===== src/rtl/mqd_ram.sv =====
// mqd_ram: generic single-clock RAM, one write port and one registered read port
// depends on nothing else
module mqd_ram #(
   parameter int WIDTH = 8,
   parameter int DEPTH = 16
) (
   input  logic                                  clock,
   input  logic                                  wr_en,
   input  logic [(DEPTH > 1 ? $clog2(DEPTH) : 1)-1:0] wr_addr,
   input  logic [WIDTH-1:0]                      wr_data,
   input  logic                                  rd_en,
   input  logic [(DEPTH > 1 ? $clog2(DEPTH) : 1)-1:0] rd_addr,
   output logic [WIDTH-1:0]                      rd_data
);

   logic [WIDTH-1:0] mem [DEPTH];
   logic [WIDTH-1:0] rd_data_ff;

   // write port
   always_ff @(posedge clock) begin
      if (wr_en) begin
         mem[wr_addr] <= wr_data;
      end
   end

   // registered read port
   always_ff @(posedge clock) begin
      if (rd_en) begin
         rd_data_ff <= mem[rd_addr];
      end
   end

   assign rd_data = rd_data_ff;

endmodule


===== config.mk =====
export PLATFORM = sky130hd
export DESIGN_NAME = mqd_ram
export DESIGN_NICKNAME = d
export VERILOG_FILES = /design/src/rtl/mqd_ram.sv
export SDC_FILE = /design/constraint.sdc
export NUM_CORES = 1
export LEC_CHECK = 0
export BUFFER_PORTS_ARGS = -buffer_cell sky130_fd_sc_hd__buf_2
export CORE_UTILIZATION = 50
export DETAILED_ROUTE_END_ITERATION = 7
export GPL_ROUTABILITY_DRIVEN = 1
export GPL_TIMING_DRIVEN = 0
export PLACE_DENSITY = 0.77
export SYNTH_ARGS = -nofsm -noshare
export SYNTH_HDL_FRONTEND = slang
export SYNTH_SLANG_ARGS = --single-unit

===== constraint.sdc =====
create_clock -name clock -period 4.4 [get_ports clock]
set_input_delay 0.66 -clock clock [delete_from_list [all_inputs] [get_ports clock]]
set_output_delay 0.66 -clock clock [all_outputs]
set_load 0.01 [all_outputs]

==> Word level (Yosys, flattened, before mapping) <==
Memory sizes are Yosys's and may differ from the RTL's. A register that Yosys moved wholly into a read port is not among the register bits.
Index checks and enable logic that the tools add are counted.
{ "word_totals": {"reg_bits": 0, "mem_bits_rw": 128, "input_bits": 19, "output_inout_bits": 8, "elab_cells": 3, "n_memories": 1} }
{ "memory_table": {"columns": ["memory", "words", "word_bits", "read_ports", "rd_clocked_by_memory_dff", "wr", "line_no", "rtl"], "rows": [
  ["mem", 16, 8, 1, 1, 1, "16", "logic [WIDTH-1:0] mem [DEPTH];"]
]} }
{ "classes": {"muxes": 2} }
{ "ops": {"columns": ["operator", "n"], "rows": [
  ["1-bit 2-to-1 mux", 2]
]} }

==> Longest topological paths before layout <==
{ "depth": {"ltp_word": 2, "mapped_depth": 5, "ltp_nobuf": 3} }

==> Worst setup path after synthesis <==
No wires, ideal clock.
{ "synth_timing": {"path_kind": "input -> register", "startpoint": "in wr_addr[2] in the netlist's numbering", "endpoint": "mem mem[0][0] (enable)", "setup_ns": 0.383, "arrival_ns": 1.770, "required_time_ns": 4.017, "slack_ns": 2.247, "cell_stages": 2, "n_path_buf": 0, "cell_sequence": "or3b_2 > nor3_1"} }
{ "synth_rtl": {"columns": ["item", "line_no", "rtl"], "rows": [
  ["from (decl)", "9", "input logic [(DEPTH > 1 ? $clog2(DEPTH) : 1)-1:0] wr_addr,"],
  ["to (decl)", "16", null]
]} }
Straight into the memory's write port.

==> Worst setup path in the final report <==
{ "layout_timing": {"startpoint": "in wr_addr[2] in the netlist's numbering", "endpoint": "mem mem[0][5] (enable)"} }
Straight into the memory's write port.

==> summary.md <==
The tools report the total wire length after detailed routing as 9990 µm. The clock-pin slew on the worst setup and hold paths works out to 0.06 ns. For this run, the leading register cell type out of synthesis is sky130_fd_sc_hd__edfxtp_1. The arrival time of the worst setup path was 2.29 ns; the total power per unit cell area was 513 nW/µm².

For the pin with the worst max-slew slack, the measured transition is 1.27 ns. The worst hold path terminates at rd_data[2]$_DFFE_PP_. Entering global routing, the biggest net connects 17 pins.

Total of flip-flops plus latches after synthesis: 136. Global routing finished with a remaining overflow of 0. Summed over all cells, the static leakage comes to 2.07 nW. In this run, post-CTS repair resized a total of 0 instances. The initial utilization of the core area, before any placement, comes to 52.5%.

In the finished design, the share of the clock period the worst path needs comes to 49.2%. After clock tree synthesis, the flow added hold-fix buffers numbering 0. Clock latency on the worst-skew pair, taken at its later pin, is 0.52 ns. The first routing iteration left 220 violations. Of the synthesized area, sequential elements account for 78.1%. The worst-case IR drop observed on VDD is 0.326 mV. Global routing used 20.2% of the available tracks across all layers. The die covers 10900 µm². The launch instance of the worst register-to-register path was mem[6][0]$_DFFE_PP_. The number of core rows is 36. In this run the critical register-to-register path is captured at rd_data[0]$_DFFE_PP_. The number of cells on the worst reg-to-reg path is 3. The count of cells along the worst hold path came out at 1. The core footprint was 9950 µm²; the synthesis-to-layout area growth was 18.2%.

In the final layout, the share of cells above drive strength 1 is 29.7%. Once detail routing completed, the nets flagged for antenna violations numbered 0. Registers take 4080 µm². Of all nets on the critical path, the largest fanout is 8. The logs give 0 for the number of endpoints with negative hold slack in the final report and 0.00483 ns for the worst-case clock skew.

Of the total power, registers draw 46.2%. The internal portion of the total power is 2.55 mW. H-tree depth: 4. Synthesis produced a netlist whose cell count is 229. Dividing the synthesized area by the synthesized cell count gives 22.8 µm². For this run, the post-layout net count is 292. The multi-input combinational cell area was 1060 µm²; the via total after detailed routing was 2480.

The number of global-route vias before repair was 2505; the layout filler cell count was 652. The highest achievable clock rate was 462 MHz. The worst hold path belongs to the class in2reg. In the final routed layout, each cell accounts on average for 23.8 µm. Of all flip-flops after synthesis, the portion carrying an async set or reset was 0%. The count of warnings emitted by yosys came out at 0. The endpoint required time on the critical path came out at 4.53 ns.

The run finished with clean final reports. In this run the deepest clock path goes through 2 buffers. The die is 104 µm wide. The net count after synthesis was 248; the number of DRC violations after detailed routing was 0. Placed wire-length estimate: 6020 µm. Max-cap violations in this run came to 0.

The critical path in this run is classified as in2reg. The core utilization of the finished layout came out at 62.1%. The tools report the root buffer cell as sky130_fd_sc_hd__clkbuf_8. The reported net switching power is 0.619 mW. The type of element launching the critical path is an input pin. Across all setup checks in the final design, the least slack found is 2.24 ns. Clock tree synthesis found a total of 136 sinks.

Net switching is 19.5% of the power. The first global-routing pass estimated 15000 µm of wire. Type of destination of the critical path: a register. Setup repair after global routing left no endpoint under its margin. In this run, distinct cell masters in the synthesized netlist total 18.

Pin placement for this block handled 27 I/O pins. At the placement stage, the worst setup path has a slack of 1.69 ns. Per report_power, the combinational group accounts for 4.4% of the total. The startpoint of the most critical hold path was rd_en. For the setup fix buffers added after clock tree synthesis, the log shows 0. The worst register-to-register path has a setup slack of 2.80 ns.

At the end of routability-driven placement, the weighted congestion stood at 0.742. For the worst slew slack as a fraction of its limit, the log shows 14.6%. In this run the cell area measured after placement is 5520 µm². The finished cells cover 6180 µm². The tools report the initial antenna violation count as 0.

The post-synthesis instance area was 5230 µm². The number of search-and-repair iterations in the first detailed-routing pass came out at 4. TritonCTS built the clock tree.

Counting the buffers created by CTS gives 17. The max-slew violation count is 0. For the final routed database, the setup TNS stands at 0 ns.

Subtracting the final worst setup slack from the clock period gives 2.16 ns. Number of diodes added for antenna fixing: 0. After detailed routing, the number of vias per cell comes to 5.92. Per report_power, the clock group accounts for 49.4% of the total. In this run the tool buffered the top-level ports with 25 buffer cells. The die is 104 µm tall. The number of synthesized flops with an enable pin was 136. Setup violations remaining at the end of the flow were counted as 0.
-- cell usage in the layout, fill, tap and decap left out, types with 3 or more instances in the layout --
cell,Yosys,layout
sky130_fd_sc_hd__bufinv_16,0,6
sky130_fd_sc_hd__inv_6,0,3
sky130_fd_sc_hd__buf_6,3,3
sky130_fd_sc_hd__nand2_1,9,9
sky130_fd_sc_hd__buf_2,3,28
sky130_fd_sc_hd__mux4_1,14,14
sky130_fd_sc_hd__nor3_1,4,4
sky130_fd_sc_hd__edfxtp_1,136,136
sky130_fd_sc_hd__clkbuf_16,0,16
sky130_fd_sc_hd__mux4_2,18,18
sky130_fd_sc_hd__clkdlybuf4s25_2,3,3
sky130_fd_sc_hd__nor2_1,13,13
sky130_fd_sc_hd__a22oi_1,16,16
-- registers in the layout, indices dropped and copies added, names as in the netlist --
name,cells
rd_data,8
mem,128
-- worst max path at each step --
stage	start	end	slack, ns
finish	wr_addr[2]	mem[0][5]$_DFFE_PP_	2.24
global route	wr_addr[2]	mem[0][0]$_DFFE_PP_	2.14
CTS	wr_addr[2]	mem[0][0]$_DFFE_PP_	2.26
detailed placement	wr_addr[2]	mem[0][2]$_DFFE_PP_	1.69
global placement	wr_addr[2]	mem[0][1]$_DFFE_PP_	1.72
floorplan	wr_addr[2]	mem[0][0]$_DFFE_PP_	2.25
-- critical path: stages --
cell	delay, ns
sky130_fd_sc_hd__buf_2	0.11
sky130_fd_sc_hd__or3b_2	0.53
sky130_fd_sc_hd__nor3_1	0.99
-- power by group through the flow --
stage                     Combinational (mW)  Clock (mW)  Sequential, mW
final                                  0.139        1.57            1.47
after global routing                   0.148        1.64            1.47
after CTS                              0.140        1.58            1.47
after detailed placement               0.138           0            1.49
after global placement                 0.133           0            1.49
after floorplan                       0.0737           0            1.50
-- logic make-up (layout without fill, tap and decap cells) --
group / count (synthesis) / in the layout / synth area share (%)
buffers and inverters: 10 / 67 / 1.65
multiplexers: 32 / 32 / 14.8
AO/OA/AOI/OAI: 16 / 16 / 2.30
flip-flops: 136 / 136 / 78.1
AND/OR/NAND/NOR: 35 / 35 / 3.14
-- cell type report --
class                      count  area share [%]
clock inverter                15            4.01
tap                          133            2.69
buffer                        10            1.40
multi-input combinational     83            17.1
sequential                   136            66.1
timing repair buffer          25            2.02
clock buffer                  17            6.70
-- routing by layer --
metal | vias up | part of all wire [%] | global-route usage (%) | wire [µm]
met5 | - | 0 | 0 | 0
met4 | 0 | 1.3 | 6.84 | 134
met3 | 14 | 6.9 | 6.20 | 694
met2 | 98 | 50 | 30.6 | 4960
met1 | 1296 | 42 | 28.1 | 4200
li1 | 1072 | - | - | -
-- through the flow --
stage / hold slack [ns] / instances / total power [mW]
finish: 0.477 / 419 / 3.17
global placement: 0.732 / 387 / 1.62
CTS: 0.454 / 419 / 3.19
floorplan: 0.705 / 229 / 1.57
detailed placement: 0.752 / 387 / 1.63
global route: 0.466 / 419 / 3.25
-- Yosys cell counts, types with 2 or more instances --
library cell | count | area share [%]
sky130_fd_sc_hd__edfxtp_1 | 136 | 78
sky130_fd_sc_hd__buf_6 | 3 | 0.65
sky130_fd_sc_hd__mux4_2 | 18 | 7.8
sky130_fd_sc_hd__mux4_1 | 14 | 7.0
sky130_fd_sc_hd__nor3_1 | 4 | 0.38
sky130_fd_sc_hd__nor2_1 | 13 | 0.93
sky130_fd_sc_hd__buf_2 | 3 | 0.29
sky130_fd_sc_hd__a22oi_1 | 16 | 2.3
sky130_fd_sc_hd__nand2b_1 | 2 | 0.24
sky130_fd_sc_hd__clkdlybuf4s25_2 | 3 | 0.57
sky130_fd_sc_hd__nand2_1 | 9 | 0.65
sky130_fd_sc_hd__nand3b_1 | 2 | 0.29
No activity file was read; power rests on OpenSTA's default activity.
