$ cat src/rtl/mqd_pkg.sv
// mqd_pkg: shared types, constants and the Qe probability table of the MQ decoder
// used by mqd_coder and mq_arithmetic_decoder; depends on nothing else
package mqd_pkg;

   // fixed field and register widths
   localparam int CFG_W = 13;
   localparam int POS_W = 13;
   localparam int IDX_W = 6;

   // decoder constants
   localparam logic [IDX_W-1:0] QE_LAST      = 6'd46;
   localparam logic [15:0]      A_INIT       = 16'h8000;
   localparam logic [31:0]      C_ADD_BYTE   = 32'h0000_FF00;
   localparam logic [31:0]      C_ADD_STUFF  = 32'h0000_FE00;
   localparam logic [7:0]       BYTE_FF      = 8'hFF;
   localparam logic [7:0]       MARKER_LIMIT = 8'h8F;

   // request function codes
   typedef enum logic [1:0] {
      FUNC_LOAD    = 2'd0,
      FUNC_SET_CTX = 2'd1,
      FUNC_START   = 2'd2,
      FUNC_DECODE  = 2'd3
   } func_type;

   typedef struct packed {
      func_type    func;
      logic [4:0]  ctx;
      logic [5:0]  init_index;
      logic        init_mps;
      logic [11:0] byte_addr;
      logic [7:0]  byte_value;
   } req_type;

   typedef struct packed {
      logic decision;
      logic decision_valid;
   } rsp_type;

   // one context memory entry
   typedef struct packed {
      logic             mps;
      logic [IDX_W-1:0] index;
   } ctx_entry_type;

   // one probability table entry
   typedef struct packed {
      logic [15:0]      qe;
      logic [IDX_W-1:0] nmps;
      logic [IDX_W-1:0] nlps;
      logic             sw;
   } qe_entry_type;

   // sequencer states
   typedef enum logic [3:0] {
      S_CLEAR,
      S_IDLE,
      S_DECIDE,
      S_RENORM,
      S_FETCH_RD,
      S_FETCH,
      S_START_TAKE,
      S_START_FIN,
      S_PUSH
   } state_type;

   // operations of the coder datapath
   typedef enum logic [2:0] {
      OP_IDLE,
      OP_DECIDE,
      OP_SHIFT,
      OP_FETCH,
      OP_START_TAKE,
      OP_START_FIN
   } coder_op_type;

   typedef struct packed {
      coder_op_type  op;
      logic [7:0]    byte_data;
      logic          byte_avail;
      ctx_entry_type ctx;
   } coder_ctl_type;

   typedef struct packed {
      logic             a_msb;
      logic             need_byte;
      logic [POS_W-1:0] read_pos;
      logic             decision;
      logic             ctx_write;
      ctx_entry_type    ctx_next;
      logic             renorm;
   } coder_stat_type;

   // standard Qe / NMPS / NLPS / SWITCH table
   function automatic qe_entry_type qe_lookup(input logic [IDX_W-1:0] index);
      qe_entry_type e;
      case (index)
         6'd0:    e = '{16'h5601, 6'd1,  6'd1,  1'b1};
         6'd1:    e = '{16'h3401, 6'd2,  6'd6,  1'b0};
         6'd2:    e = '{16'h1801, 6'd3,  6'd9,  1'b0};
         6'd3:    e = '{16'h0AC1, 6'd4,  6'd12, 1'b0};
         6'd4:    e = '{16'h0521, 6'd5,  6'd29, 1'b0};
         6'd5:    e = '{16'h0221, 6'd38, 6'd33, 1'b0};
         6'd6:    e = '{16'h5601, 6'd7,  6'd6,  1'b1};
         6'd7:    e = '{16'h5401, 6'd8,  6'd14, 1'b0};
         6'd8:    e = '{16'h4801, 6'd9,  6'd14, 1'b0};
         6'd9:    e = '{16'h3801, 6'd10, 6'd14, 1'b0};
         6'd10:   e = '{16'h3001, 6'd11, 6'd17, 1'b0};
         6'd11:   e = '{16'h2401, 6'd12, 6'd18, 1'b0};
         6'd12:   e = '{16'h1C01, 6'd13, 6'd20, 1'b0};
         6'd13:   e = '{16'h1601, 6'd29, 6'd21, 1'b0};
         6'd14:   e = '{16'h5601, 6'd15, 6'd14, 1'b1};
         6'd15:   e = '{16'h5401, 6'd16, 6'd14, 1'b0};
         6'd16:   e = '{16'h5101, 6'd17, 6'd15, 1'b0};
         6'd17:   e = '{16'h4801, 6'd18, 6'd16, 1'b0};
         6'd18:   e = '{16'h3801, 6'd19, 6'd17, 1'b0};
         6'd19:   e = '{16'h3401, 6'd20, 6'd18, 1'b0};
         6'd20:   e = '{16'h3001, 6'd21, 6'd19, 1'b0};
         6'd21:   e = '{16'h2801, 6'd22, 6'd19, 1'b0};
         6'd22:   e = '{16'h2401, 6'd23, 6'd20, 1'b0};
         6'd23:   e = '{16'h2201, 6'd24, 6'd21, 1'b0};
         6'd24:   e = '{16'h1C01, 6'd25, 6'd22, 1'b0};
         6'd25:   e = '{16'h1801, 6'd26, 6'd23, 1'b0};
         6'd26:   e = '{16'h1601, 6'd27, 6'd24, 1'b0};
         6'd27:   e = '{16'h1401, 6'd28, 6'd25, 1'b0};
         6'd28:   e = '{16'h1201, 6'd29, 6'd26, 1'b0};
         6'd29:   e = '{16'h1101, 6'd30, 6'd27, 1'b0};
         6'd30:   e = '{16'h0AC1, 6'd31, 6'd28, 1'b0};
         6'd31:   e = '{16'h09C1, 6'd32, 6'd29, 1'b0};
         6'd32:   e = '{16'h08A1, 6'd33, 6'd30, 1'b0};
         6'd33:   e = '{16'h0521, 6'd34, 6'd31, 1'b0};
         6'd34:   e = '{16'h0441, 6'd35, 6'd32, 1'b0};
         6'd35:   e = '{16'h02A1, 6'd36, 6'd33, 1'b0};
         6'd36:   e = '{16'h0221, 6'd37, 6'd34, 1'b0};
         6'd37:   e = '{16'h0141, 6'd38, 6'd35, 1'b0};
         6'd38:   e = '{16'h0111, 6'd39, 6'd36, 1'b0};
         6'd39:   e = '{16'h0085, 6'd40, 6'd37, 1'b0};
         6'd40:   e = '{16'h0049, 6'd41, 6'd38, 1'b0};
         6'd41:   e = '{16'h0025, 6'd42, 6'd39, 1'b0};
         6'd42:   e = '{16'h0015, 6'd43, 6'd40, 1'b0};
         6'd43:   e = '{16'h0009, 6'd44, 6'd41, 1'b0};
         6'd44:   e = '{16'h0005, 6'd45, 6'd42, 1'b0};
         6'd45:   e = '{16'h0001, 6'd45, 6'd43, 1'b0};
         default: e = '{16'h5601, 6'd46, 6'd46, 1'b0};
      endcase
      return e;
   endfunction

endpackage

$ cat src/rtl/mqd_coder.sv
// mqd_coder: interval and code registers of the MQ decoder with the decision,
// renormalization shift and byte-in steps; depends on mqd_pkg
module mqd_coder (
   input  logic                    clock,
   input  logic                    reset,
   input  mqd_pkg::coder_ctl_type  ctl,
   output mqd_pkg::coder_stat_type stat
);
   import mqd_pkg::*;

   logic [15:0]      a_ff, a_in;
   logic [31:0]      c_ff, c_in;
   logic [3:0]       bc_ff, bc_in;
   logic [7:0]       last_ff, last_in;
   logic [POS_W-1:0] pos_ff, pos_in;

   logic [IDX_W-1:0] idx_clamped;
   qe_entry_type     qe;
   logic [15:0]      a_sub;
   logic             high_lt;
   logic             a_small;
   logic             take_lps;
   logic             fast_mps;
   logic [4:0]       lz;
   logic [3:0]       shift_k;
   logic [7:0]       in_byte;
   logic             marker;

   // leading zeros of the interval register
   function automatic logic [4:0] lead_zeros(input logic [15:0] value);
      logic [4:0] n;
      n = 5'd16;
      for (int i = 0; i < 16; i++) begin
         if (value[i]) begin
            n = 5'(15 - i);
         end
      end
      return n;
   endfunction

   // decision from the context entry and the table
   always_comb begin
      idx_clamped = (ctl.ctx.index > QE_LAST) ? QE_LAST : ctl.ctx.index;
      qe          = qe_lookup(idx_clamped);
      a_sub       = a_ff - qe.qe;
      high_lt     = c_ff[31:16] < a_sub;
      a_small     = a_sub < qe.qe;
      fast_mps    = high_lt && a_sub[15];
      take_lps    = high_lt ? a_small : !a_small;
   end

   // shift amount: up to the next byte boundary or until the interval is normal
   always_comb begin
      lz      = lead_zeros(a_ff);
      shift_k = ({1'b0, bc_ff} < lz) ? bc_ff : lz[3:0];
   end

   // byte-in data: reads past the end give 0xff
   always_comb begin
      in_byte = ctl.byte_avail ? ctl.byte_data : BYTE_FF;
      marker  = (last_ff == BYTE_FF) && (in_byte > MARKER_LIMIT);
   end

   // register next values
   always_comb begin
      a_in    = a_ff;
      c_in    = c_ff;
      bc_in   = bc_ff;
      last_in = last_ff;
      pos_in  = pos_ff;
      case (ctl.op)
         OP_DECIDE: begin
            if (high_lt) begin
               a_in = a_sub;
            end else begin
               c_in = {c_ff[31:16] - a_sub, c_ff[15:0]};
               a_in = qe.qe;
            end
         end
         OP_SHIFT: begin
            a_in  = a_ff << shift_k;
            c_in  = c_ff << shift_k;
            bc_in = bc_ff - shift_k;
         end
         OP_FETCH: begin
            if (last_ff == BYTE_FF) begin
               if (marker) begin
                  bc_in = 4'd8;
               end else begin
                  last_in = in_byte;
                  pos_in  = pos_ff + POS_W'(ctl.byte_avail);
                  c_in    = c_ff + C_ADD_STUFF - 32'({in_byte, 9'd0});
                  bc_in   = 4'd7;
               end
            end else begin
               last_in = in_byte;
               pos_in  = pos_ff + POS_W'(ctl.byte_avail);
               c_in    = c_ff + C_ADD_BYTE - 32'({in_byte, 8'd0});
               bc_in   = 4'd8;
            end
         end
         OP_START_TAKE: begin
            last_in = in_byte;
            c_in    = {8'd0, in_byte ^ BYTE_FF, 16'd0};
            pos_in  = POS_W'(ctl.byte_avail);
         end
         OP_START_FIN: begin
            c_in  = c_ff << 7;
            bc_in = bc_ff - 4'd7;
            a_in  = A_INIT;
         end
         default: begin
         end
      endcase
   end

   always_ff @(posedge clock) begin
      if (reset) begin
         a_ff    <= A_INIT;
         c_ff    <= '0;
         bc_ff   <= '0;
         last_ff <= '0;
         pos_ff  <= '0;
      end else begin
         a_ff    <= a_in;
         c_ff    <= c_in;
         bc_ff   <= bc_in;
         last_ff <= last_in;
         pos_ff  <= pos_in;
      end
   end

   // status toward the sequencer
   always_comb begin
      stat.a_msb          = a_ff[15];
      stat.need_byte      = (bc_ff == 4'd0);
      stat.read_pos       = pos_ff;
      stat.decision       = take_lps ? ~ctl.ctx.mps : ctl.ctx.mps;
      stat.ctx_write      = !fast_mps;
      stat.ctx_next.mps   = (take_lps && qe.sw) ? ~ctl.ctx.mps : ctl.ctx.mps;
      stat.ctx_next.index = take_lps ? qe.nlps : qe.nmps;
      stat.renorm         = !fast_mps;
   end

   // byte-in always leaves seven or eight bits to shift
   assert property (@(posedge clock) disable iff (reset)
      ctl.op == OP_FETCH |=> (bc_ff == 4'd7 || bc_ff == 4'd8))
      else $error("bit count after byte-in is not seven or eight");

   // a shift step only runs on a denormal interval with bits left
   assert property (@(posedge clock) disable iff (reset)
      ctl.op == OP_SHIFT |-> (!a_ff[15] && bc_ff != 4'd0))
      else $error("shift step issued with nothing to shift");

   // the interval never collapses to zero during renormalization
   assert property (@(posedge clock) disable iff (reset)
      ctl.op == OP_SHIFT |=> a_ff != 16'd0)
      else $error("interval register became zero");

endmodule

$ cat config.mk
export PLATFORM = sky130hd
export DESIGN_NAME = mqd_coder
export DESIGN_NICKNAME = d
export VERILOG_FILES = /design/src/rtl/mqd_pkg.sv /design/src/rtl/mqd_coder.sv
export SDC_FILE = /design/constraint.sdc
export NUM_CORES = 1
export LEC_CHECK = 0
export BUFFER_PORTS_ARGS = -buffer_cell sky130_fd_sc_hd__buf_2
export CAP_MARGIN = 20
export CORE_MARGIN = 5
export CORE_UTILIZATION = 50
export CTS_CLUSTER_DIAMETER = 100
export DETAILED_ROUTE_END_ITERATION = 7
export PLACE_DENSITY_LB_ADDON = 0.05
export SETUP_SLACK_MARGIN = 0.02
export SLEW_MARGIN = 20
export SYNTH_ARGS = -nofsm -noshare
export SYNTH_HDL_FRONTEND = slang
export SYNTH_SLANG_ARGS = --single-unit
$ cat constraint.sdc
create_clock -name clock -period 13.1 [get_ports clock]
set_input_delay 0.655 -clock clock [delete_from_list [all_inputs] [get_ports clock]]
set_output_delay 0.655 -clock clock [all_outputs]
set_load 0.005 [all_outputs]
### Word level (Yosys, flattened, before mapping)

Memory sizes are Yosys's and may differ from the RTL's.
Index checks and enable logic that the tools add are counted.

* output and inout port bits: 25
* memories kept: 1
* bits of input ports: 21
* bits in registers: 73
* word-level logic and storage cells: 86
* bits in read-only memories: 1664

* magnitude comparators: 5
* add/sub/neg operators: 9
* shift-type cells: 2
* mux-type cells: 38
* eq/ne operators: 8
* bitwise logic cells: 3
* reduce and logical (&&, ||, !) cells: 14

Memory list
* (name not given): depth 64, bits a word 26, rd ports 1, clocked after Yosys merged registers in 0, wr ports 0, line mqd_pkg.sv:97 `case (index)`

Operators with widths (count)
* 32-bit case mux with 5 select lines: 1
* 32-bit 2-to-1 mux: 3
* 5-bit 2-to-1 mux: 16
* 32-bit by 16-bit adder with 32-bit output, second input constant: 2
* 16-bit case mux with 3 select lines: 1
* 16-bit less-than comparator: 2
* 32-bit by 4-bit left shift with 32-bit output: 1
* 16-bit subtractor: 2
* 32-bit by 16-bit subtractor with 32-bit output: 1
* 32-bit by 17-bit subtractor with 32-bit output: 1
* 13-bit 2-to-1 mux: 2
* 13-bit case mux with 2 select lines: 1
* 8-bit 2-to-1 mux: 3
* 16-bit 2-to-1 mux: 1
* 8-bit case mux with 2 select lines: 1
* 16-bit by 4-bit left shift with 16-bit output: 1
* 13-bit by 1-bit adder with 13-bit output: 1
* 4-bit 2-to-1 mux: 3
* 6-bit 2-to-1 mux: 2
* 4-bit case mux with 3 select lines: 1
* 8-bit == test, second input constant: 1
* 8-bit greater-than comparator, second input constant: 1
* 8-bit inverter: 1
* 3-bit by 2-bit == test with 1-bit output, second input constant: 2
* other kinds (19): 28

### Longest topological paths before layout

* depth in word-level cells: 20
* gate-level depth with buffers: 33
* gate-level depth less buffers: 29

### Worst setup path after synthesis

OpenSTA, ideal clock, no wires.

* path kind: input port to output port
* from: input port ctl[4] (netlist bit)
* to: output port stat[7] (netlist bit)
* stages: 31
* setup slack: 5.659 ns
* buffers on the path: 6
* data arrival time: 6.786 ns
* required time: 12.445 ns
* cells stage by stage: clkbuf_1 clkbuf_1 clkbuf_1 o21ai_0 and2_1 ha_1 clkbuf_1 mux2i_1 o32ai_1 nand2_1 a21o_1 ha_1 buf_6 and2_4 a311oi_2 nand2_1 xnor2_1 ha_1 or3_1 or3_1 o21ai_1 a31oi_1 o311ai_1 o2bb2ai_2 o211ai_1 a221o_1 a31o_1 buf_6 xnor2_4 a2111oi_2 xor2_1

RTL lines
* from (decl): line mqd_coder.sv:6 `input mqd_pkg::coder_ctl_type ctl,`
* to (decl): line mqd_coder.sv:7 `output mqd_pkg::coder_stat_type stat`

==> impl_table.tex <==
\begin{tabular}{lr}
\hline
Metric & Value \\
\hline
\multicolumn{2}{l}{\textbf{Floorplan}} \\
\quad Die area & between 20000 and 30000 µm² \\
\quad Core ar. & 22600 µm² \\
\quad Initial core utilization & 0.508 \\
\quad I/O Pins & 46 \\
\quad Chip Width & roughly 160 µm \\
\quad Row count & 55 \\
\quad Die height & about 160 µm \\
\multicolumn{2}{l}{\textbf{Placement}} \\
\quad Cell Area, Placed & 11800 µm² \\
\quad Post-placement setup slack & around 4.6 ns \\
\quad Post-Place Cells & about 1800 \\
\quad Half-perimeter wire length of the detailed placement result & 30000 µm \\
\quad IO Port Bufs & 45 \\
\quad GP Congestion & between 0.9 and 1 \\
\multicolumn{2}{l}{\textbf{Timing}} \\
\quad Slew headroom & 0.213 \\
\quad Clock tree skew after final layout & around 0.014 ns \\
\quad Setup WS post-layout & 4.44 ns \\
\quad Number of max-slew violations in the final report & 0 \\
\quad Setup\_tns & 0 ns \\
\quad Period utilisation layout & 0.661 \\
\quad Count of final setup violators & 0 \\
\quad RSZ-0062 raised after global routing & false \\
\quad Peak Freq & around 120 MHz \\
\quad Hold violation total from the final report & 0 \\
\quad Final Critical Period & between 8 and 9 ns \\
\quad Actual slew at the worst max-slew pin & 1.15 ns \\
\quad Worst hold margin & roughly 0.5 ns \\
\multicolumn{2}{l}{\textbf{Power}} \\
\quad Clock group share of total power & 0.114 \\
\quad Combinational cell fraction of total power & 0.739 \\
\quad Leakage Power & $\sim$4.9 nW \\
\quad Share of power burned in registers & 0.147 \\
\quad Peak supply drop & $\sim$0.00014 V \\
\quad Post-layout total power & 2.20 mW \\
\quad Design internal power & between 1 and 1.5 mW \\
\quad Switching part of the total & 0.526 \\
\quad Net switching power & 1.16 mW \\
\quad P per Cell Area & 183 nW/µm² \\
\multicolumn{2}{l}{\textbf{Cells and area}} \\
\quad Share of cells above drive strength 1 & 0.0793 \\
\quad Count of non-filler cells in the finished layout & 1862 \\
\quad Diode insertion count for antenna repair & 0 \\
\quad Post-Layout Inst Area & around 12000 µm² \\
\quad Fin util & 0.535 \\
\quad Synthesis-to-layout area growth & 5.32\% \\
\quad Number of nets in the layout & about 1700 \\
\quad Layout fillers & roughly 2300 \\
\multicolumn{2}{l}{\textbf{Route}} \\
\quad First-iteration detailed-routing DRC count & 1155 \\
\quad Number of nets with antenna violations after routing & 0 \\
\quad Number of detailed-route iterations in the first pass & 6 \\
\quad \# DRC & 0 \\
\quad Total via count in the routed design & about 12000 \\
\quad Wire length per cell after detailed routing & approximately 21 µm \\
\quad Wire length reported by the detailed router & between 30000 and 40000 µm \\
\quad Average via count per standard cell & approximately 6.4 \\
\multicolumn{2}{l}{\textbf{Logic synthesis}} \\
\quad Largest family of logic cells by synthesized area & compound AO/OA/AOI/OAI gates \\
\quad Synth Area per Inst & approximately 7 µm² \\
\quad Yosys Warn Count & 0 \\
\quad Synthesized area & around 11000 µm² \\
\quad Count of different cell masters after synthesis & a little over 90 \\
\quad Share of flip-flops with an asynchronous set or reset & 0 \\
\quad Share of synthesized cell area in and, or, nand and nor gates & 0.191 \\
\quad Syn Inst Count & around 1600 \\
\quad Share of cell area taken by muxes after synthesis & 0.120 \\
\quad Fraction of the mapped netlist area in compound gates & 0.299 \\
\quad Share of the yosys chip area belonging to registers & 0.128 \\
\quad Top flip-flop cell by instance count after synthesis & dfxtp\_1 \\
\quad Synth Area in Adders & 0.133 \\
\quad Number of synthesized flops with an enable pin & 0 \\
\quad Post-synth net total & $\sim$1700 \\
\quad Parity-gate share of the synthesized area counting xor and xnor cells & 0.0574 \\
\quad Synth Register Bits & 73 \\
\multicolumn{2}{l}{\textbf{Critical path}} \\
\quad Crit Reg-Reg Startpoint & a\_ff[0]\$\_SDFFE\_PP0P\_ \\
\quad Critical path's most frequent cell & ha\_1 \\
\quad Crit path from & ctl[5] \\
\quad Kind of start point of the critical path & primary input \\
\quad Crit-path max FO & 50 \\
\quad Required time at the endpoint of the critical path & 12.44 ns \\
\quad Crit path largest cell delay & $\sim$0.64 ns \\
\quad Internal reg-to-reg setup slack & roughly 7 ns \\
\quad Arr. time, crit path & $\sim$8 ns \\
\quad Worst-path cell with the longest stage delay & buf\_2 \\
\quad Reg2reg end & c\_ff[25]\$\_SDFFE\_PP0P\_ \\
\quad CP endpoint & stat[7] \\
\quad Cells on worst reg2reg path & 20 \\
\quad Crit end category & output pin \\
\quad Worst setup path class & primary input to output pin \\
\multicolumn{2}{l}{\textbf{CTS}} \\
\quad Clock-pin slew on the worst setup and hold paths & about 0.070 ns \\
\quad Maximum level of the CTS H-tree & 3 \\
\quad Worst skew pair latency & about 0.36 ns \\
\quad CTS Sinks & between 70 and 80 \\
\quad Clock root buffer & clkbuf\_16 \\
\quad CTS tree & yes \\
\quad Number of gates resized after cts & 0 \\
\quad Post-CTS setup buffer count & 0 \\
\quad Clock buffer count from CTS & 9 \\
\quad Hold\_buf cts & 0 \\
\quad Max Root-Sink Buffers & 2 \\
\multicolumn{2}{l}{\textbf{GRT}} \\
\quad Largest net degree at the start of global routing & 56 \\
\quad GR Overflow Total & 0 \\
\quad Number of global-route vias before repair & roughly 11000 \\
\quad Overall global routing resource usage & 0.292 \\
\quad Antenna violations before repair & 0 \\
\quad Global-route wire length before repair & 61900 µm \\
\multicolumn{2}{l}{\textbf{Outcome}} \\
\quad Run status & finished clean \\
\multicolumn{2}{l}{\textbf{Worst hold path}} \\
\quad Hold crit path type & flip-flop to flip-flop \\
\multicolumn{2}{l}{\textbf{Run}} \\
\quad Number of maximum-capacitance constraint violations & 0 \\
\hline
\end{tabular}
==> kinds of logic after synthesis <==
family                   after synthesis
multiplexers                         135
adder cells (fa/ha/maj)              122
flip-flops                            73
buffers and inverters                198
AND/OR/NAND/NOR                      481
XOR/XNOR                              73
AO/OA/AOI/OAI                        507
==> registers in the layout (all words and copies together) (netlist names) <==
name	count
c_ff	32
a_ff	16
pos_ff	13
bc_ff	4
last_ff	8
==> layout by cell type (no fill, tap or decap), types with 9 or more instances in the layout <==
master / Yosys / routed
a211oi_1: 36 / 36
or3_1: 14 / 14
buf_2: 13 / 45
o211ai_1: 10 / 10
a31oi_1: 21 / 21
nor2_1: 158 / 158
nand4_1: 13 / 13
inv_1: 107 / 107
o21ai_0: 112 / 112
ha_1: 114 / 114
or2_2: 9 / 9
xnor2_1: 47 / 47
o22ai_1: 9 / 9
a22oi_1: 15 / 15
o21a_1: 17 / 17
xor2_1: 25 / 25
a21oi_1: 122 / 122
nand2b_1: 21 / 21
mux2i_1: 121 / 121
clkbuf_16: 0 / 9
nor3_1: 31 / 31
nor2b_1: 17 / 17
dfxtp_1: 73 / 73
nand3_1: 33 / 33
a21o_1: 31 / 31
mux2_2: 11 / 11
nand2_1: 151 / 151
a221oi_1: 14 / 14
buf_4: 3 / 17
o221ai_1: 9 / 9
==> worst max-delay path: cells and delay by family <==
kind / cells / cell delay [ns]
AO/OA/AOI/OAI: 12 / 2.93
buffers and inverters: 5 / 1.43
AND/OR/NAND/NOR: 6 / 1.30
adder cells (fa/ha/maj): 3 / 0.99
XOR/XNOR: 3 / 0.65
==> power by group through the flow <==
stage                     registers (mW)  logic, mW  clock network, mW
after global placement             0.327       1.59                  0
after floorplan                    0.291       1.25                  0
after CTS                          0.322       1.61              0.254
final                              0.325       1.63              0.251
after global routing               0.328       1.78              0.262
after detailed placement           0.328       1.60                  0
==> worst min path at each step <==
stage / end / from / slack [ns] / cells past startpoint
finish: last_ff[1]$_SDFFE_PP0P_ / last_ff[1]$_SDFFE_PP0P_ / 0.50 / 2
detailed placement: last_ff[1]$_SDFFE_PP0P_ / last_ff[1]$_SDFFE_PP0P_ / 0.49 / 2
floorplan: last_ff[3]$_SDFFE_PP0P_ / last_ff[3]$_SDFFE_PP0P_ / 0.46 / 2
CTS: c_ff[0]$_SDFFE_PP0P_ / c_ff[0]$_SDFFE_PP0P_ / 0.50 / 1
global route: c_ff[0]$_SDFFE_PP0P_ / c_ff[0]$_SDFFE_PP0P_ / 0.52 / 1
global placement: last_ff[1]$_SDFFE_PP0P_ / last_ff[1]$_SDFFE_PP0P_ / 0.48 / 2
==> synthesized netlist by cell type, types with 11 or more instances <==
cell / instances / area (µm²)
nor2b_1: 17 / 106
nand2b_1: 21 / 131
o21ai_0: 112 / 561
inv_1: 107 / 402
a21oi_1: 122 / 611
mux2i_1: 121 / 1210
nor3_1: 31 / 155
a221oi_1: 14 / 123
or3_1: 14 / 87.6
ha_1: 114 / 1430
nand3_1: 33 / 165
xor2_1: 25 / 219
buf_2: 13 / 65.1
clkbuf_1: 61 / 229
a21o_1: 31 / 233
xnor2_1: 47 / 412
a211oi_1: 36 / 270
mux2_2: 11 / 124
dfxtp_1: 73 / 1460
nor2_1: 158 / 593
o21a_1: 17 / 128
a31oi_1: 21 / 131
nand4_1: 13 / 81.3
a22oi_1: 15 / 113
nand2_1: 151 / 567
==> area by class of cell <==
class / instances / area (µm²) / area share
multi-input cells: 1318 / 9210 / 0.763
flip-flops and latches: 73 / 1460 / 0.121
inverters: 108 / 405 / 0.0336
well taps: 285 / 357 / 0.0295
repair buffers: 62 / 353 / 0.0292
clock buffers: 9 / 225 / 0.0187
clock inverters: 7 / 61.3 / 0.00508
==> layer usage <==
metal  vias to the layer above  track usage  part of all wire
met1                      5623        0.403              0.45
li1                       5791            -                 -
met4                         0        0.108             0.037
met3                        81       0.0515             0.070
met5                         -            0                 0
met2                       436        0.455              0.44
Power figures use the tool's default switching activity.
